`src/hw/rtl/wpm_pkg.sv`:
```
// ----------------------------------------------------------------------------
// wpm_pkg: shared types and constants for the wildcard pattern matcher
// Beat payloads, command codes and the wildcard byte values.
// ----------------------------------------------------------------------------
package wpm_pkg;

  localparam logic [1:0] CMD_CLEAR  = 2'd0;
  localparam logic [1:0] CMD_APPEND = 2'd1;
  localparam logic [1:0] CMD_TEXT   = 2'd2;
  localparam logic [1:0] CMD_END    = 2'd3;

  localparam logic [7:0] CH_STAR = 8'h2A;
  localparam logic [7:0] CH_ANY  = 8'h3F;

  typedef struct packed {
    logic [1:0] cmd;
    logic [7:0] symbol;
  } wpm_in_t;

  typedef struct packed {
    logic matched;
    logic pattern_overflow;
  } wpm_out_t;

endpackage

```
`src/hw/rtl/wpm_scan.sv`:
```
// ----------------------------------------------------------------------------
// wpm_scan: parallel prefix carry scan
// Computes c[k] = g[k] | p[k] & c[k-1] with carry-in, in log2 levels.
// ----------------------------------------------------------------------------
module wpm_scan #(
  parameter int N = 64
) (
  input  logic [N-1:0] g,
  input  logic [N-1:0] p,
  input  logic         cin,
  output logic [N-1:0] c
);

  localparam int W      = N + 1;
  localparam int LEVELS = $clog2(W);

  logic [W-1:0] gen [LEVELS+1];
  logic [W-1:0] prop [LEVELS+1];

  always_comb begin
    gen[0]  = {g, cin};
    prop[0] = {p, 1'b0};
    for (int lvl = 0; lvl < LEVELS; lvl++) begin
      for (int k = 0; k < W; k++) begin
        if (k >= (1 << lvl)) begin
          gen[lvl+1][k]  = gen[lvl][k] | (prop[lvl][k] & gen[lvl][k - (1 << lvl)]);
          prop[lvl+1][k] = prop[lvl][k] & prop[lvl][k - (1 << lvl)];
        end else begin
          gen[lvl+1][k]  = gen[lvl][k];
          prop[lvl+1][k] = prop[lvl][k];
        end
      end
    end
  end

  assign c = gen[LEVELS][W-1:1];

endmodule

```
`src/hw/rtl/wpm_column.sv`:
```
// ----------------------------------------------------------------------------
// wpm_column: pattern store and match column
// Holds the pattern bytes, the prefix match bits and the overflow flag, and
// applies one command per enabled cycle.
// ----------------------------------------------------------------------------
module wpm_column #(
  parameter int PAT_MAX = 64
) (
  input  logic              clk,
  input  logic              rst,
  input  logic              en,
  input  wpm_pkg::wpm_in_t  op,
  output wpm_pkg::wpm_out_t status
);

  import wpm_pkg::*;

  localparam int LEN_W = $clog2(PAT_MAX + 1);
  localparam int IDX_W = (PAT_MAX > 1) ? $clog2(PAT_MAX) : 1;

  logic [7:0]       pattern_store [PAT_MAX];
  logic [LEN_W-1:0] len;
  logic [LEN_W-1:0] len_next;
  logic [LEN_W-1:0] len_inc;
  logic [PAT_MAX:0] col;
  logic [PAT_MAX:0] col_next;
  logic             ovf;
  logic             ovf_next;
  logic             full;

  logic [PAT_MAX-1:0] active;
  logic [PAT_MAX-1:0] star;
  logic [PAT_MAX-1:0] hit;
  logic [PAT_MAX-1:0] text_g;
  logic [PAT_MAX-1:0] scan_g;
  logic [PAT_MAX-1:0] scan_p;
  logic [PAT_MAX-1:0] scan_c;
  logic               rearm;

  assign full    = (len == LEN_W'(PAT_MAX));
  assign len_inc = len + LEN_W'(1);
  assign rearm   = (op.cmd == CMD_END);

  // one cell per pattern position, cell k holds pattern byte k
  always_comb begin
    for (int k = 0; k < PAT_MAX; k++) begin
      active[k] = (LEN_W'(k + 1) <= len);
      star[k]   = (pattern_store[k] == CH_STAR);
      hit[k]    = (pattern_store[k] == CH_ANY) || (pattern_store[k] == op.symbol);
      text_g[k] = active[k] & (star[k] ? col[k+1] : (hit[k] & col[k]));
    end
  end

  // text: star runs spread the match forward; rearm: prefix of all stars
  assign scan_g = rearm ? '0 : text_g;
  assign scan_p = active & star;

  wpm_scan #(
    .N(PAT_MAX)
  ) u_scan (
    .g  (scan_g),
    .p  (scan_p),
    .cin(rearm),
    .c  (scan_c)
  );

  always_comb begin
    col_next = col;
    len_next = len;
    ovf_next = ovf;
    unique case (op.cmd)
      CMD_CLEAR: begin
        len_next    = '0;
        ovf_next    = 1'b0;
        col_next    = '0;
        col_next[0] = 1'b1;
      end
      CMD_APPEND: begin
        if (full) begin
          ovf_next = 1'b1;
        end else begin
          col_next[len_inc] = col[len] & (op.symbol == CH_STAR);
          len_next          = len_inc;
        end
      end
      CMD_TEXT: begin
        col_next = {scan_c, 1'b0};
      end
      CMD_END: begin
        col_next = {scan_c, 1'b1};
      end
      default: begin
        col_next = col;
      end
    endcase
  end

  always_ff @(posedge clk) begin
    if (rst) begin
      len <= '0;
      ovf <= 1'b0;
      col <= {{PAT_MAX{1'b0}}, 1'b1};
    end else if (en) begin
      len <= len_next;
      ovf <= ovf_next;
      col <= col_next;
    end
  end

  always_ff @(posedge clk) begin
    if (en && (op.cmd == CMD_APPEND) && !full) begin
      pattern_store[len[IDX_W-1:0]] <= op.symbol;
    end
  end

  assign status.matched          = col[len];
  assign status.pattern_overflow = ovf;

endmodule

```
`src/hw/rtl/wildcard_pattern_matcher.sv`:
```
// Throughput: one beat per cycle unless stalled; the whole column update for
// a text byte, including the prefix scan across star runs, fits between two
// registers. Only an end-of-text beat behind an unaccepted result stalls the
// input. An end-of-text result comes via the input and result registers.
// Reset (synchronous): empty pattern, overflow clear, column at bit 0 only.
// ----------------------------------------------------------------------------
// wildcard_pattern_matcher: streaming whole-text wildcard matcher
// Input register, column update, and a result register for end-of-text beats.
// ----------------------------------------------------------------------------
module wildcard_pattern_matcher #(
  parameter int PAT_MAX = 64
) (
  input  logic              clk,
  input  logic              rst,
  input  logic              item_valid,
  output logic              item_stall,
  input  wpm_pkg::wpm_in_t  item,
  output logic              result_valid,
  input  logic              result_stall,
  output wpm_pkg::wpm_out_t result
);

  import wpm_pkg::*;

  logic      s1_valid;
  wpm_in_t   s1;
  logic      end_now;
  logic      advance;
  logic      fire;
  wpm_out_t  status;

  assign end_now    = s1_valid && (s1.cmd == CMD_END);
  // an end beat waits only while the previous result is still held
  assign advance    = !(end_now && result_valid && result_stall);
  assign item_stall = s1_valid && !advance;
  assign fire       = s1_valid && advance;

  always_ff @(posedge clk) begin
    if (rst) begin
      s1_valid <= 1'b0;
    end else if (!item_stall) begin
      s1_valid <= item_valid;
    end
  end

  always_ff @(posedge clk) begin
    if (!item_stall && item_valid) begin
      s1 <= item;
    end
  end

  wpm_column #(
    .PAT_MAX(PAT_MAX)
  ) u_column (
    .clk   (clk),
    .rst   (rst),
    .en    (fire),
    .op    (s1),
    .status(status)
  );

  always_ff @(posedge clk) begin
    if (rst) begin
      result_valid <= 1'b0;
    end else if (fire && end_now) begin
      result_valid <= 1'b1;
    end else if (!result_stall) begin
      result_valid <= 1'b0;
    end
  end

  always_ff @(posedge clk) begin
    if (fire && end_now) begin
      result <= status;
    end
  end

endmodule
```
`config.mk`:
```
export PLATFORM = sky130hd
export DESIGN_NAME = wildcard_pattern_matcher
export DESIGN_NICKNAME = d
export VERILOG_FILES = /design/src/hw/rtl/wpm_pkg.sv /design/src/hw/rtl/wpm_scan.sv /design/src/hw/rtl/wpm_column.sv /design/src/hw/rtl/wildcard_pattern_matcher.sv
export SDC_FILE = /design/constraint.sdc
export NUM_CORES = 2
export LEC_CHECK = 0
export BUFFER_PORTS_ARGS = -buffer_cell sky130_fd_sc_hd__buf_2
export CAP_MARGIN = 5
export CORE_UTILIZATION = 57
export DETAILED_ROUTE_END_ITERATION = 10
export PLACE_DENSITY = 0.79
export SYNTH_ARGS = -nofsm -noshare
export SYNTH_HDL_FRONTEND = slang
export SYNTH_SLANG_ARGS = --single-unit
```
`constraint.sdc`:
```
create_clock -name clk -period 7.1 [get_ports clk]
set_clock_uncertainty 0.15 [all_clocks]
set_input_delay 1.42 -clock clk [delete_from_list [all_inputs] [get_ports clk]]
set_output_delay 1.42 -clock clk [all_outputs]
set_load 0.02 [all_outputs]
```
==> impl_metrics.yaml <==
sta:
  rsz0062_at_grt: "false"
  fmax_mhz: 196
  min_period_ps: 5110
  max_slew.worst_pin.slew_ps: 1390
  post-route-period-util: 0.719
  setup_viol: 0
  tns_ps: 0
  setup_slack_ps: 1990
  hold_viol_final: 0
  report.final.slew_viol_count: 0
  max_slew_margin: 0.0699
clocking:
  cts_max_level: 3
  clockBufferDepth: 3
  numCtsBuffers: 67
  cts_tree: "yes"
  path_clk_slew_ps: 60
  cts.repair.resized: 0
  insertion_delay_ps: 640
  post_cts.repair.setup_buffers: 0
  cts_sinks: 599
  root_buffer: "clkbuf_16"
  ctsHoldBuffers: 0
job:
  maxCapViolCount: 0
finish:
  fill_cells: 5020
  drive_gt1_frac: 0.0918
  areaGrowthSynthToFinish_pct: 8.02
  nets: 3431
  final_core_util: 0.622
  fin_cells: 4303
yosys:
  synth_common_cells: "edfxtp_1, xnor2_1, nor2_1, nand2_1, o21ai_0"
  synth_cell_types: 104
  yosysMostFrequentCell: "edfxtp_1"
  synth_seq_cells: 599
  synth_ff_type: "edfxtp_1"
  yosysSeqAreaShare: 0.485
  async_flop_share: 0
  yosys_warnings: 0
  synth_edf_count: 524
  syn_area_um2: 35600
  yosys-top-cells-area: "edfxtp_1, xnor2_1, dfxtp_1"
  avgSynthCellArea_um2: 10.4
  synth_nets: 3441
  yosysTopAreaCell: "edfxtp_1"
  yosys.area.top_type_share: 0.443
  syn_inst: 3423
global_routing:
  grt_pass1_wl_mm: 174
  grt_pass1_vias: 27700
  antenna_found_initial: 3
  grt_max_degree: 92
  track_usage: 0.367
  grt-ovfl-total: 0
hold_path:
  holdPathStages: 0
  hp-start: "u_column.ovf"
  worstHoldEndpoint: "result[0]"
  hold_class: "flip-flop to flip-flop"
die:
  fp-row-count: 91
  core-area_um2: 61700
  die_h_um: 252
  initial_core_util: 0.576
  die-area_um2: 63400
  pin_count: 18
  die_w_um: 252
drt:
  routed_wl_mm: 117
  drt.antenna.violating_nets: 0
  drtIter0Drc: 3475
  vias_per_cell: 6.78
  drc: 0
  wl_per_cell_um: 27.1
  drt-pass1-iter-count: 6
  vias: 29200
placement:
  gp_congestion: 1.05
  dp.cells: 4181
  port_buffers: 17
  place_ws_ps: 2220
  hpwl_mm: 81.8
setup_path:
  r2r_slack_ps: 1990
  crit_start: "s1[7]"
  startpoint_type: "flip-flop"
  rr_startpoint: "s1[7]"
  rr_worst_depth: 12
  critPathKind: "flip-flop to flip-flop"
  r2r_end: "u_column.col[38]"
  crit_arrival_ps: 5480
  path_max_fanout: 60
  critPathCaptureType: "flip-flop"
  crit_required_ps: 7480
pwr:
  leakagePower_nw: 11.6
  p_per_area_nw_per_um2: 200
  irDropWorstVdd_mv: 0.226
status:
  status: "complete, no violations"
-- per-layer routing --
layer,vias to the layer above,GRT usage,share of wire
met2,1747,0.553,0.44
met4,0,0.220,0.066
met5,-,0,0
met3,405,0.0735,0.10
met1,14100,0.489,0.40
li1,12900,-,-
-- final cells by class --
cell class                 count  area [um2]  area share
antenna                        2        5.00    0.000130
inverter                      63         236     0.00616
sequential                   599       17200       0.449
timing repair buffer          92         761      0.0198
tap                          837        1050      0.0273
clock inverter                41         319     0.00831
multi-input combinational   2590       17000       0.444
clock buffer                  79        1750      0.0456
-- power breakdown --
part / internal, mW / total, mW / switching [mW]
sequential: 3.85 / 3.91 / 0.0584
clock: 1.89 / 3.32 / 1.43
combinational: 0.171 / 0.474 / 0.303
total: 5.91 / 7.70 / 1.79
-- metrics by stage --
stage	instance area, um2	hold WS (ps)	power (mW)
floorplan	35600	259	4.29
global placement	36300	315	4.43
detailed placement	36300	333	4.44
CTS	38400	337	7.71
global route	38400	348	7.87
finish	38400	344	7.70
-- cells in the final DEF, fill, tap and decap left out, types with 30 or more instances in the layout --
| cell | count |
|---|---|
| o21ai_0 | 187 |
| inv_1 | 61 |
| or2_2 | 32 |
| dfxtp_1 | 74 |
| buf_4 | 66 |
| nor2b_1 | 51 |
| nor2_1 | 316 |
| nor4_1 | 42 |
| nor3_1 | 125 |
| clkbuf_16 | 68 |
| a21oi_1 | 147 |
| mux2i_1 | 30 |
| nand4_1 | 164 |
| xnor2_1 | 421 |
| and3_1 | 72 |
| a31oi_1 | 50 |
| nand2_1 | 200 |
| nor4bb_1 | 42 |
| xor2_1 | 94 |
| edfxtp_1 | 524 |
| nand3_1 | 133 |
-- flip-flops by register name, indices dropped and copies added (netlist names) --
register,flops
u_column.len,7
result_valid,1
u_column.pattern_store,512
result,2
s1_valid,1
u_column.ovf,1
u_column.col,65
s1,10
-- critical path, cell delays in order, from the launching register on --
cell	delay (ps)
edfxtp_1	1140
buf_12	390
xor2_1	130
nor4_1	250
a21oi_1	130
or4_4	530
o21ai_0	360
nor3_1	100
a211oi_2	710
a221oi_2	300
o21ai_1	210
o211ai_1	220
a221oi_1	320
-- cells by family (layout without fill, tap and decap cells) --
| kind of cell | Yosys count | after routing | synth area share |
|---|---|---|---|
| buffers and inverters | 234 | 275 | 0.0363 |
| other | 0 | 2 | 0 |
| AO/OA/AOI/OAI | 711 | 711 | 0.138 |
| XOR/XNOR | 515 | 515 | 0.127 |
| AND/OR/NAND/NOR | 1297 | 1297 | 0.192 |
| multiplexers | 63 | 63 | 0.0208 |
| adder cells (fa/ha/maj) | 4 | 4 | 0.00141 |
| flip-flops | 599 | 599 | 0.485 |
-- how the worst max path moves through the flow --
stage / end / slack, ps
3_5_place_dp: u_column.col[38] / 2220
5_1_grt: u_column.col[38] / 1840
2_1_floorplan: u_column.col[37] / 3180
4_1_cts: u_column.col[47] / 2200
6_report: u_column.col[38] / 1990
3_3_place_gp: u_column.col[38] / 2230
No activity file was read; power rests on OpenSTA's default activity.
